<file path="src/rtl/core/gasl_pkg.sv">
// Shared widths, payload types and microcode for the goal approach speed limiter.
package gasl_pkg;

	localparam int POSITION_WIDTH = 24;
	localparam int SPEED_WIDTH    = 16;
	localparam int DIST_WIDTH     = 16;

	localparam int AXIS_SAT  = 131072;
	localparam int GAP_W     = 18;
	localparam int RAD_W     = 2 * GAP_W;
	localparam int ROOT_W    = RAD_W / 2;
	localparam int NUM_W     = SPEED_WIDTH + DIST_WIDTH;
	localparam int CNT_W     = $clog2(NUM_W);
	localparam int ADDR_W    = 5;
	localparam int DATA_W    = 32;

	localparam logic [CNT_W-1:0] ROOT_LAST = CNT_W'(ROOT_W - 1);
	localparam logic [CNT_W-1:0] DIV_LAST  = CNT_W'(NUM_W - 1);

	typedef enum logic [2:0] {
		REG_GOAL_X   = 3'd0,
		REG_GOAL_Y   = 3'd1,
		REG_GOAL_TOL = 3'd2,
		REG_APPROACH = 3'd3,
		REG_MIN_SPD  = 3'd4
	} reg_idx_t;

	typedef struct packed {
		logic signed [POSITION_WIDTH-1:0] pos_x;
		logic signed [POSITION_WIDTH-1:0] pos_y;
		logic signed [SPEED_WIDTH-1:0]    speed_in;
		logic signed [SPEED_WIDTH-1:0]    turn_rate_in;
	} tick_t;

	typedef struct packed {
		logic signed [SPEED_WIDTH-1:0] speed_out;
		logic signed [SPEED_WIDTH-1:0] turn_rate_out;
		logic                          reached;
	} result_t;

	typedef enum logic [3:0] {
		OP_FETCH = 4'd0,
		OP_GAP   = 4'd1,
		OP_SQX   = 4'd2,
		OP_SQY   = 4'd3,
		OP_SUM   = 4'd4,
		OP_ROOT  = 4'd5,
		OP_TEST  = 4'd6,
		OP_SCALE = 4'd7,
		OP_DIV   = 4'd8,
		OP_FIX   = 4'd9,
		OP_WRITE = 4'd10
	} op_t;

	typedef enum logic [1:0] {
		C_NEXT = 2'd0,
		C_JUMP = 2'd1,
		C_LOOP = 2'd2,
		C_SKIP = 2'd3
	} cond_t;

	typedef logic [3:0] step_t;

	localparam step_t STEP_FETCH = 4'd0;
	localparam step_t STEP_GAP   = 4'd1;
	localparam step_t STEP_SQX   = 4'd2;
	localparam step_t STEP_SQY   = 4'd3;
	localparam step_t STEP_SUM   = 4'd4;
	localparam step_t STEP_ROOT  = 4'd5;
	localparam step_t STEP_TEST  = 4'd6;
	localparam step_t STEP_SCALE = 4'd7;
	localparam step_t STEP_DIV   = 4'd8;
	localparam step_t STEP_FIX   = 4'd9;
	localparam step_t STEP_WRITE = 4'd10;

	typedef struct packed {
		op_t   op;
		cond_t cond;
		step_t target;
	} uword_t;

	typedef struct packed {
		logic tick_valid;
		logic out_busy;
		logic cnt_zero;
		logic no_zone;
	} seq_status_t;

	function automatic uword_t gasl_rom(step_t pc);
		uword_t w;
		case (pc)
			STEP_FETCH: w = '{OP_FETCH, C_NEXT, STEP_FETCH};
			STEP_GAP:   w = '{OP_GAP,   C_NEXT, STEP_FETCH};
			STEP_SQX:   w = '{OP_SQX,   C_NEXT, STEP_FETCH};
			STEP_SQY:   w = '{OP_SQY,   C_NEXT, STEP_FETCH};
			STEP_SUM:   w = '{OP_SUM,   C_NEXT, STEP_FETCH};
			STEP_ROOT:  w = '{OP_ROOT,  C_LOOP, STEP_ROOT};
			STEP_TEST:  w = '{OP_TEST,  C_SKIP, STEP_WRITE};
			STEP_SCALE: w = '{OP_SCALE, C_NEXT, STEP_FETCH};
			STEP_DIV:   w = '{OP_DIV,   C_LOOP, STEP_DIV};
			STEP_FIX:   w = '{OP_FIX,   C_NEXT, STEP_FETCH};
			STEP_WRITE: w = '{OP_WRITE, C_JUMP, STEP_FETCH};
			default:    w = '{OP_FETCH, C_JUMP, STEP_FETCH};
		endcase
		return w;
	endfunction

	// Absolute axis difference, saturated at AXIS_SAT.
	function automatic logic [GAP_W-1:0] gasl_gap(
		logic [POSITION_WIDTH-1:0] a,
		logic [POSITION_WIDTH-1:0] b
	);
		logic signed [POSITION_WIDTH:0] d;
		logic [POSITION_WIDTH:0]        m;
		logic [63:0]                    m64;
		d   = $signed({a[POSITION_WIDTH-1], a}) - $signed({b[POSITION_WIDTH-1], b});
		m   = d[POSITION_WIDTH] ? (POSITION_WIDTH+1)'(-d) : d;
		m64 = 64'(m);
		if (m64 > 64'(AXIS_SAT))
			return GAP_W'(AXIS_SAT);
		return m64[GAP_W-1:0];
	endfunction

endpackage

</file>
<file path="src/rtl/core/gasl_seq.sv">
// Microcode sequencer: step counter, control ROM, stalls and conditional jumps.
module gasl_seq (
	input  logic                   clk,
	input  logic                   arst_n,
	input  gasl_pkg::seq_status_t  status,
	output gasl_pkg::uword_t       ctrl,
	output logic                   fire
);
	import gasl_pkg::*;

	step_t pc_q;
	step_t pc_next;
	logic  stall;

	assign ctrl  = gasl_rom(pc_q);
	assign stall = ((ctrl.op == OP_FETCH) && !status.tick_valid) ||
	               ((ctrl.op == OP_WRITE) && status.out_busy);
	assign fire  = !stall;

	always_comb begin
		case (ctrl.cond)
			C_NEXT:  pc_next = pc_q + step_t'(1);
			C_JUMP:  pc_next = ctrl.target;
			C_LOOP:  pc_next = status.cnt_zero ? pc_q + step_t'(1) : ctrl.target;
			C_SKIP:  pc_next = status.no_zone ? ctrl.target : pc_q + step_t'(1);
			default: pc_next = STEP_FETCH;
		endcase
	end

	always_ff @(posedge clk or negedge arst_n) begin
		if (!arst_n) begin
			pc_q <= STEP_FETCH;
		end else if (fire) begin
			pc_q <= pc_next;
		end
	end

endmodule

</file>
<file path="src/rtl/core/goal_approach_speed_limiter_core.sv">
// Top level of the goal approach speed limiter: APB registers, datapath, result register.
//
// Usage
//   Tick channel (tick_valid/tick_ready/tick) carries one control tick: robot position,
//   requested linear speed and turn rate. Result channel (result_valid/result_ready/result)
//   returns one word per tick: limited speed, the turn rate unchanged and the reached flag.
//   Both handshakes complete on a rising edge with valid and ready high.
//   The APB port holds goal_x, goal_y, goal_tolerance, approach_distance and
//   min_approach_speed at byte addresses 0, 4, 8, 12, 16; write them only while idle.
//   Writing goal_x or goal_y clears the sticky reached flag.
// Timing
//   A microcoded sequencer works on one tick at a time. The square root takes one
//   result bit per cycle and the scaling divide one quotient bit per cycle. Outside
//   the approach zone the scaling and divide steps are skipped, and a new tick is
//   taken only after the word of the last one has been written.
//   tick_ready is high only while the sequencer sits at its fetch step.
// Reset and stalls
//   Reset returns the sequencer to fetch, empties the result register, clears the flag
//   and loads register defaults (tolerance 50, all others zero).
//   A finished word waits in the result register; the next tick is still accepted and
//   worked on, and the sequencer holds at its write step until the register is free.
module goal_approach_speed_limiter_core (
	input  logic                       clk,
	input  logic                       arst_n,
	input  logic                       tick_valid,
	output logic                       tick_ready,
	input  gasl_pkg::tick_t            tick,
	output logic                       result_valid,
	input  logic                       result_ready,
	output gasl_pkg::result_t          result,
	input  logic                       psel,
	input  logic                       penable,
	input  logic                       pwrite,
	input  logic [gasl_pkg::ADDR_W-1:0] paddr,
	input  logic [gasl_pkg::DATA_W-1:0] pwdata,
	output logic [gasl_pkg::DATA_W-1:0] prdata,
	output logic                       pready
);
	import gasl_pkg::*;

	// Configuration registers, kept at their own widths.
	logic [POSITION_WIDTH-1:0] goal_x_q;
	logic [POSITION_WIDTH-1:0] goal_y_q;
	logic [DIST_WIDTH-1:0]     tol_q;
	logic [DIST_WIDTH-1:0]     appr_q;
	logic [SPEED_WIDTH-1:0]    min_spd_q;
	logic                      reached_q;

	// Datapath registers.
	logic [POSITION_WIDTH-1:0] pos_x_q;
	logic [POSITION_WIDTH-1:0] pos_y_q;
	logic signed [SPEED_WIDTH-1:0] speed_q;
	logic [SPEED_WIDTH-1:0]    turn_q;
	logic [GAP_W-1:0]          gap_x_q;
	logic [GAP_W-1:0]          gap_y_q;
	logic [RAD_W-1:0]          sq_q;
	logic [RAD_W-1:0]          rad_q;
	logic [ROOT_W-1:0]         root_q;
	logic [ROOT_W:0]           rem_q;
	logic [CNT_W-1:0]          cnt_q;
	logic [SPEED_WIDTH-1:0]    mag_q;
	logic                      neg_q;
	logic [NUM_W-1:0]          num_q;
	logic [DIST_WIDTH-1:0]     div_rem_q;
	logic signed [SPEED_WIDTH-1:0] res_q;
	result_t                   result_q;
	logic                      out_valid_q;

	// Sequencer interface.
	seq_status_t status;
	uword_t      ctrl;
	logic        fire;

	logic                   cfg_wr;
	reg_idx_t               cfg_idx;
	logic                   goal_wr;
	logic                   in_zone;
	logic [ROOT_W+2:0]      rem_sh;
	logic [ROOT_W+2:0]      trial;
	logic [ROOT_W+2:0]      rem_diff;
	logic                   root_take;
	logic [DIST_WIDTH:0]    div_sh;
	logic [DIST_WIDTH:0]    div_diff;
	logic                   div_take;
	logic signed [SPEED_WIDTH-1:0] quot;
	logic signed [SPEED_WIDTH-1:0] scaled;

	gasl_seq u_seq (
		.clk    (clk),
		.arst_n (arst_n),
		.status (status),
		.ctrl   (ctrl),
		.fire   (fire)
	);

	// Handshakes: take a tick only at the fetch step; the result register frees itself
	// as soon as the receiver takes the word.
	assign tick_ready   = (ctrl.op == OP_FETCH);
	assign result_valid = out_valid_q;
	assign result       = result_q;
	assign pready       = 1'b1;

	assign in_zone = (appr_q != '0) && (root_q < ROOT_W'(appr_q));

	assign status.tick_valid = tick_valid;
	assign status.out_busy   = out_valid_q && !result_ready;
	assign status.cnt_zero   = (cnt_q == '0);
	assign status.no_zone    = !in_zone;

	// APB decode: word-aligned registers, writes beyond the list drop.
	assign cfg_wr  = psel && penable && pwrite;
	assign cfg_idx = reg_idx_t'(paddr[ADDR_W-1:2]);
	assign goal_wr = cfg_wr && ((cfg_idx == REG_GOAL_X) || (cfg_idx == REG_GOAL_Y));

	always_comb begin
		case (cfg_idx)
			REG_GOAL_X:   prdata = DATA_W'(goal_x_q);
			REG_GOAL_Y:   prdata = DATA_W'(goal_y_q);
			REG_GOAL_TOL: prdata = DATA_W'(tol_q);
			REG_APPROACH: prdata = DATA_W'(appr_q);
			REG_MIN_SPD:  prdata = DATA_W'(min_spd_q);
			default:      prdata = '0;
		endcase
	end

	always_ff @(posedge clk or negedge arst_n) begin
		if (!arst_n) begin
			goal_x_q  <= '0;
			goal_y_q  <= '0;
			tol_q     <= DIST_WIDTH'(50);
			appr_q    <= '0;
			min_spd_q <= '0;
		end else if (cfg_wr) begin
			case (cfg_idx)
				REG_GOAL_X:   goal_x_q  <= pwdata[POSITION_WIDTH-1:0];
				REG_GOAL_Y:   goal_y_q  <= pwdata[POSITION_WIDTH-1:0];
				REG_GOAL_TOL: tol_q     <= pwdata[DIST_WIDTH-1:0];
				REG_APPROACH: appr_q    <= pwdata[DIST_WIDTH-1:0];
				REG_MIN_SPD:  min_spd_q <= pwdata[SPEED_WIDTH-1:0];
				default: begin
				end
			endcase
		end
	end

	// Sticky reached flag: set at the test step, drop on a goal write.
	always_ff @(posedge clk or negedge arst_n) begin
		if (!arst_n) begin
			reached_q <= 1'b0;
		end else if (goal_wr) begin
			reached_q <= 1'b0;
		end else if (fire && (ctrl.op == OP_TEST) && (root_q < ROOT_W'(tol_q))) begin
			reached_q <= 1'b1;
		end
	end

	// Result register: load at the write step, clear when taken.
	always_ff @(posedge clk or negedge arst_n) begin
		if (!arst_n) begin
			out_valid_q <= 1'b0;
		end else if (fire && (ctrl.op == OP_WRITE)) begin
			out_valid_q <= 1'b1;
		end else if (result_ready) begin
			out_valid_q <= 1'b0;
		end
	end

	// Square root step: bring down two radicand bits, try (root << 2) | 1.
	assign rem_sh    = {rem_q, rad_q[RAD_W-1 -: 2]};
	assign trial     = {1'b0, root_q, 2'b01};
	assign rem_diff  = rem_sh - trial;
	assign root_take = (rem_sh >= trial);

	// Restoring divide step: bring down one dividend bit, try the approach distance.
	assign div_sh   = {div_rem_q, num_q[NUM_W-1]};
	assign div_diff = div_sh - {1'b0, appr_q};
	assign div_take = (div_sh >= {1'b0, appr_q});

	// Quotient stays below the speed magnitude, so it fits as a positive value.
	assign quot   = $signed(num_q[SPEED_WIDTH-1:0]);
	assign scaled = neg_q ? -quot : quot;

	always_ff @(posedge clk) begin
		if (fire) begin
			case (ctrl.op)
				OP_FETCH: begin
					pos_x_q <= tick.pos_x;
					pos_y_q <= tick.pos_y;
					speed_q <= tick.speed_in;
					turn_q  <= tick.turn_rate_in;
				end
				OP_GAP: begin
					gap_x_q <= gasl_gap(pos_x_q, goal_x_q);
					gap_y_q <= gasl_gap(pos_y_q, goal_y_q);
				end
				OP_SQX: begin
					sq_q <= gap_x_q * gap_x_q;
				end
				OP_SQY: begin
					rad_q <= sq_q;
					sq_q  <= gap_y_q * gap_y_q;
				end
				OP_SUM: begin
					rad_q  <= rad_q + sq_q;
					root_q <= '0;
					rem_q  <= '0;
					cnt_q  <= ROOT_LAST;
				end
				OP_ROOT: begin
					rad_q  <= {rad_q[RAD_W-3:0], 2'b00};
					root_q <= {root_q[ROOT_W-2:0], root_take};
					rem_q  <= root_take ? rem_diff[ROOT_W:0] : rem_sh[ROOT_W:0];
					cnt_q  <= cnt_q - CNT_W'(1);
				end
				OP_TEST: begin
					res_q <= speed_q;
					neg_q <= speed_q[SPEED_WIDTH-1];
					mag_q <= speed_q[SPEED_WIDTH-1] ? SPEED_WIDTH'(-speed_q)
					                                : SPEED_WIDTH'(speed_q);
				end
				OP_SCALE: begin
					// Distance is below the approach distance here, so 16 bits hold it.
					num_q     <= mag_q * root_q[DIST_WIDTH-1:0];
					div_rem_q <= '0;
					cnt_q     <= DIV_LAST;
				end
				OP_DIV: begin
					div_rem_q <= div_take ? div_diff[DIST_WIDTH-1:0]
					                      : div_sh[DIST_WIDTH-1:0];
					num_q     <= {num_q[NUM_W-2:0], div_take};
					cnt_q     <= cnt_q - CNT_W'(1);
				end
				OP_FIX: begin
					res_q <= (scaled < $signed(min_spd_q)) ? $signed(min_spd_q) : scaled;
				end
				OP_WRITE: begin
					result_q.speed_out     <= res_q;
					result_q.turn_rate_out <= turn_q;
					result_q.reached       <= reached_q;
				end
				default: begin
				end
			endcase
		end
	end

	// A goal write always leaves the flag clear.
	a_goal_clears: assert property (@(posedge clk) disable iff (!arst_n)
		goal_wr |=> !reached_q)
		else $error("reached flag survived a goal write");

	// One tick at a time: after an acceptance the sequencer leaves fetch.
	a_one_tick: assert property (@(posedge clk) disable iff (!arst_n)
		(tick_valid && tick_ready) |=> !tick_ready)
		else $error("second tick accepted back to back");

	// The divider remainder stays below the divisor throughout the loop.
	a_div_rem: assert property (@(posedge clk) disable iff (!arst_n)
		(ctrl.op == OP_DIV) |-> (div_rem_q < appr_q))
		else $error("divider remainder out of range");

	// The result register is only reloaded once its word has gone.
	a_no_overwrite: assert property (@(posedge clk) disable iff (!arst_n)
		(fire && (ctrl.op == OP_WRITE)) |-> (!out_valid_q || result_ready))
		else $error("result word overwritten before being taken");

endmodule
</file>
<file path="config.mk">
export PLATFORM = sky130hd
export DESIGN_NAME = goal_approach_speed_limiter_core
export DESIGN_NICKNAME = d
export VERILOG_FILES = /design/src/rtl/core/gasl_pkg.sv /design/src/rtl/core/gasl_seq.sv /design/src/rtl/core/goal_approach_speed_limiter_core.sv
export SDC_FILE = /design/constraint.sdc
export NUM_CORES = 2
export LEC_CHECK = 0
export ABC_AREA = 1
export BUFFER_PORTS_ARGS = -buffer_cell sky130_fd_sc_hd__buf_4
export CORE_AREA = 5 5 301 274
export CTS_CLUSTER_DIAMETER = 60
export DETAILED_ROUTE_END_ITERATION = 6
export DIE_AREA = 0 0 306 279
export HOLD_SLACK_MARGIN = 0.06
export PLACE_DENSITY = 0.88
export SETUP_SLACK_MARGIN = 0.05
export SKIP_LAST_GASP = 1
export SLEW_MARGIN = 5
export SYNTH_ARGS = -nofsm -noshare
export SYNTH_HDL_FRONTEND = slang
export SYNTH_SLANG_ARGS = --single-unit
</file>
<file path="constraint.sdc">
create_clock -name clk -period 13.7 [get_ports clk]
set_input_delay 1.37 -clock clk [delete_from_list [all_inputs] [get_ports clk]]
set_output_delay 1.37 -clock clk [all_outputs]
set_load 0.01 [all_outputs]
</file>
* Word-level counts from Yosys, hierarchy flattened *
Memories as Yosys holds them, arrays and structs flattened.
Index checks and enable logic that the tools add are counted.

word-level totals
  flip-flop bits (word level) = 446
  latch bits = 0
  memory bits (writable) = 0
  memory bits (read-only) = 160
  input port bits = 124
  logic and storage cells = 145
  memories kept = 1

memory list
  memory           words  width  rd ports  clocked after Yosys merged registers in  write ports  line            RTL
  (no name shown)  16     10     1         0                                        0            gasl_pkg.sv:91  case (pc)

operators by class
  $add $sub $neg = 11
  multipliers = 3
  divide/modulo/power cells = 0
  magnitude comparators = 7
  eq/ne operators = 17
  shift operators = 0
  multiplexer cells = 33
  bitwise operators = 1
  reduce and logical (&&, ||, !) cells = 44

operators by type and width
  kind                                                             number
  one-hot mux 24 bit (5 select lines)                              1
  one-hot mux 36 bit (3 select lines)                              1
  multiplier 18 x 18 -> 36 bit                                     2
  2-to-1 mux 18 bit                                                4
  one-hot mux 36 bit (2 select lines)                              1
  one-hot mux 16 bit (2 select lines)                              2
  one-hot mux 32 bit (2 select lines)                              1
  greater-than comparator 25 x 18 -> 1 bit, second input constant  2
  2-to-1 mux 25 bit                                                2
  negator 25 bit                                                   2
  subtractor 24 x 24 -> 25 bit                                     2
  2-to-1 mux 16 bit                                                3
  one-hot mux 19 bit (2 select lines)                              1
  adder 36 bit                                                     1
  less-than comparator 18 x 16 -> 1 bit                            2
  one-hot mux 18 bit (2 select lines)                              1
  multiplier 16 x 16 -> 32 bit                                     1
  negator 16 bit                                                   2
  AND reduction 2 bit                                              15
  greater-or-equal comparator 21 x 20 -> 1 bit                     1
  2-to-1 mux 19 bit                                                1
  subtractor 19 bit                                                1
  greater-or-equal comparator 17 x 16 -> 1 bit                     1
  equality test 4 x 3 -> 1 bit, second input constant              4
  29 further kinds                                                 62

* Depth between registers and ports, before layout *
  depth in word-level cells = 9
  depth in mapped cells = 33

* Modules after synthesis *
From an unflattened synthesis, not the netlist that was laid out.

second synthesis, totals
  cells, all modules = 6921
  area, all modules = 55251.7 um2

modules (own cells, without submodules)
  module                            times used  cells each  area an instance (um2)  sequential area each (um2)
  goal_approach_speed_limiter_core  1           6825        54657.4                 12756.0
  gasl_seq                          1           96          594.3                   100.1

* Worst setup path before layout *
OpenSTA, ideal clock, no wires.

  path kind = reg-to-reg
  start point = register gap_y_q[4]
  end point = register sq_q[31] (data pin)
  library setup time = 258 ps
  arrival = 5975 ps
  setup slack = 7467 ps
  cell stages (with the launch flop) = 28
  path buffers = 3
  cell sequence = edfxtp_1 > clkbuf_1 > clkbuf_1 > nand2_1 > fa_1 > fa_1 > fa_1 > inv_1 > fa_1 > fa_1 > inv_1 > fa_1 > inv_1 > ha_1 > clkbuf_1 > a21oi_1 > inv_1 > a31oi_1 > a21boi_0 > inv_1 > nand2_1 > nand2_1 > a21boi_0 > o21ai_0 > nand2_1 > nand3b_1 > nand3_1 > nand2_1

between the ends
  cells in the longest elaborated chain, start to end = 2

ends and longest elaborated chain
  element                              line                                     RTL
  from (decl)                          goal_approach_speed_limiter_core.sv:55   logic [GAP_W-1:0] gap_y_q;
  from (signal assigned)               goal_approach_speed_limiter_core.sv:194  gap_y_q <= gasl_gap(pos_y_q, goal_y_q);
  multiplier 18 x 18 -> 36 bit         goal_approach_speed_limiter_core.sv:201  sq_q <= gap_y_q * gap_y_q;
  one-hot mux 36 bit (2 select lines)  goal_approach_speed_limiter_core.sv:185  case (ctrl.op)
  to (signal assigned)                 goal_approach_speed_limiter_core.sv:197  sq_q <= gap_x_q * gap_x_q;
  to (signal assigned)                 goal_approach_speed_limiter_core.sv:201
  to (decl)                            goal_approach_speed_limiter_core.sv:56   logic [RAD_W-1:0] sq_q;

Every way passes these cells.
A chain may end at the register's enable or synchronous reset.

* Final worst setup path *
  start point = register gap_y_q[4]
  end point = register sq_q[32] (data pin)

Same word-level chain as after synthesis.

==> impl_metrics.yaml <==
placed_design:
  io_buffers: 172
  hpwlAfterDp_mm: 109
  gp_congestion: 0.939
cts:
  cts_buffers: 53
  cts_setup_buffers: 0
  cts_max_path_buffers: 3
  cts_tree: "done"
  worstSkewPairLatency_ps: 650
  ctsResizeCount: 0
  path_clk_slew_ps: 60
  htreeDepth: 2
  cts_hold_buf: 0
  clkSinkCount: 445
  clockRootBuffer: "clkbuf_16"
sta:
  maxClockFrequency_mhz: 141
  tns_ps: 0
  fin_crit_sh_pct: 51.7
  period_minus_slack_ps: 7080
  hold_viol: 0
  slew_headroom_pct: 17.3
  skew_ps: 42.2
  grt_setup_unrepaired: "false"
  worst_pin_slew_ps: 1240
  setup_viol: 0
  timing.final.max_slew_violations: 0
layout:
  multi_input_area_sq_mm: 0.0350
  mostFrequentLayoutCell: "inv_1"
  n_fill_cell: 5510
  mostFrequentLayoutCells: "inv_1, nand2_1, fa_1"
  final_nets: 8047
  drive_above_1_share_pct: 6.66
  area_growth_pct: 6.87
  register_area_sq_mm: 0.0129
  n_antenna_cell: 0
grt:
  grt_pass1_vias: 46806
  antenna_found_initial: 0
  grt_pass1_wl_mm: 230
  grt-ovfl-total: 0
  groute.usage.overall_pct: 32.8
  grt_start_max_net_pins: 61
routing:
  drt_wl_total_mm: 140
  vias_per_cell: 5.77
  avgRoutedWirePerCell_um: 17.8
  drcViolationCount: 0
  drtPass1Iterations: 6
  ant_nets: 0
  via_count: 45450
  drtIter0Drc: 4016
setup_path:
  required_ps: 14150
  cp-end-kind: "flop"
  setup.worst_path.class: "flop to flop"
  cp_max_fo: 19
  start_kind: "flop"
  arrival_ps: 7520
  regToRegSetupSlack_ps: 6620
synth:
  synth_top_flop_cell: "edfxtp_1"
  synth_area_sq_mm: 0.0548
  synth-seq-cells: 445
  yosysWarningCount: 0
  syn_area_per_cell_sq_um: 8.12
  synthCells: 6749
  ys_seq_area_share_pct: 23.5
  synth_cell_type_count: 66
  synth_edf_count: 343
  async_reset_ff_share_pct: 22.9
die:
  io_pins: 192
  core.rowCount: 98
  fp.dieW_um: 306
  start_util_pct: 69.5
  dieArea_sq_mm: 0.0854
  die_y_um: 279
  core_sq_mm: 0.0788
status:
  status: "finished clean"
worst_hold_path:
  hold_path.class: "flop to flop"
flow_run:
  maxCapViolCount: 0
[routing by layer]
metal | global-route usage [%] | routed length [um] | vias to the layer above
li1 | - | - | 21010
met1 | 43.1 | 54300 | 21815
met2 | 54.5 | 66100 | 2175
met3 | 5.87 | 13200 | 450
met4 | 13.4 | 6370 | 0
met5 | 0 | 0 | -
[critical path: stages, from the launching register on]
cell	delay (ps)
edfxtp_1	1000
nand2_1	260
fa_1	570
inv_1	60
fa_1	550
inv_1	60
fa_1	500
fa_1	550
inv_1	50
fa_1	480
inv_1	50
fa_1	470
inv_1	40
ha_1	350
inv_1	80
o21ai_0	250
a21oi_1	110
nand2_1	80
a31oi_1	40
inv_1	130
nand2_1	70
nand2_1	150
a31oi_1	130
o21ai_0	330
nand2_1	130
nand3_1	90
nand2_1	60
o21ai_0	240
[state kept, by name, summed over array words and instances (netlist names), 19 cells and up]
| name | count |
|---|---|
| rad_q | 36 |
| sq_q | 35 |
| result | 33 |
| num_q | 32 |
| goal_x_q | 24 |
| goal_y_q | 24 |
| pos_x_q | 24 |
| pos_y_q | 24 |
| rem_q | 19 |
[cell usage after synthesis, drive strengths merged, types with 34 or more instances]
cell type | number | area [sq um]
o21ai | 406 | 2040
nor3 | 51 | 270
buf | 34 | 206
edfxtp | 343 | 10300
xnor2 | 56 | 498
nand2 | 1550 | 5970
nand4 | 54 | 359
ha | 504 | 6310
a21oi | 350 | 1770
inv | 1623 | 6090
xor2 | 90 | 788
dfrtp | 99 | 2480
nor2 | 343 | 1550
fa | 631 | 12600
clkbuf | 185 | 694
nand3 | 169 | 926
[path summary, 6_finish.rpt]
path                       startpoint             to  cells after the start
setup / recovery           gap_y_q[4]       sq_q[32]                     27
hold / removal              turn_q[0]      result[1]                      0
setup reg to reg           gap_y_q[4]       sq_q[32]                     27
hold reg to reg             turn_q[0]      result[1]                      0
max in group asynchronous      arst_n   goal_x_q[20]                      2
min in group asynchronous      arst_n  min_spd_q[11]                      1
[final cells by class]
class                      count  share of cell area [%]
clock buffer                  76                    2.64
timing repair buffer         196                    2.51
clock inverter                24                   0.432
multi-input combinational   4466                    59.8
inverter                    1626                    10.4
sequential                   445                    22.0
tap                         1050                    2.24
[per-stage QoR]
stage | worst slack, ps | std cells | util (%) | area (sq um) | hold slack, ps
after floorplan | 7470 | 6756 | - | 54800 | 400
after global placement | 6850 | 7783 | 72.0 | 56800 | 400
after detailed placement | 6700 | 7783 | 72.0 | 56800 | 405
after CTS | 6680 | 7883 | 74.3 | 58500 | 416
after global routing | 6190 | 7883 | 74.3 | 58500 | 433
final | 6620 | 7883 | 74.3 | 58500 | 417
[cell families (layout without fill, tap and decap cells)]
logic type,count (synthesis),in the layout,synth area share (%)
fa+ha+maj,1135,1135,34.6
xor+xnor,146,146,2.35
compound gates,945,945,9.48
mux,1,1,0.0183
other cells,2,9,0.0137
simple gates,2230,2230,17.3
flops,445,445,23.5
buf+inv,1845,1922,12.8
Power is left out: the tool's default activity adds up to more than one toggle a clock period on the data nets, which glitch-free logic cannot reach.
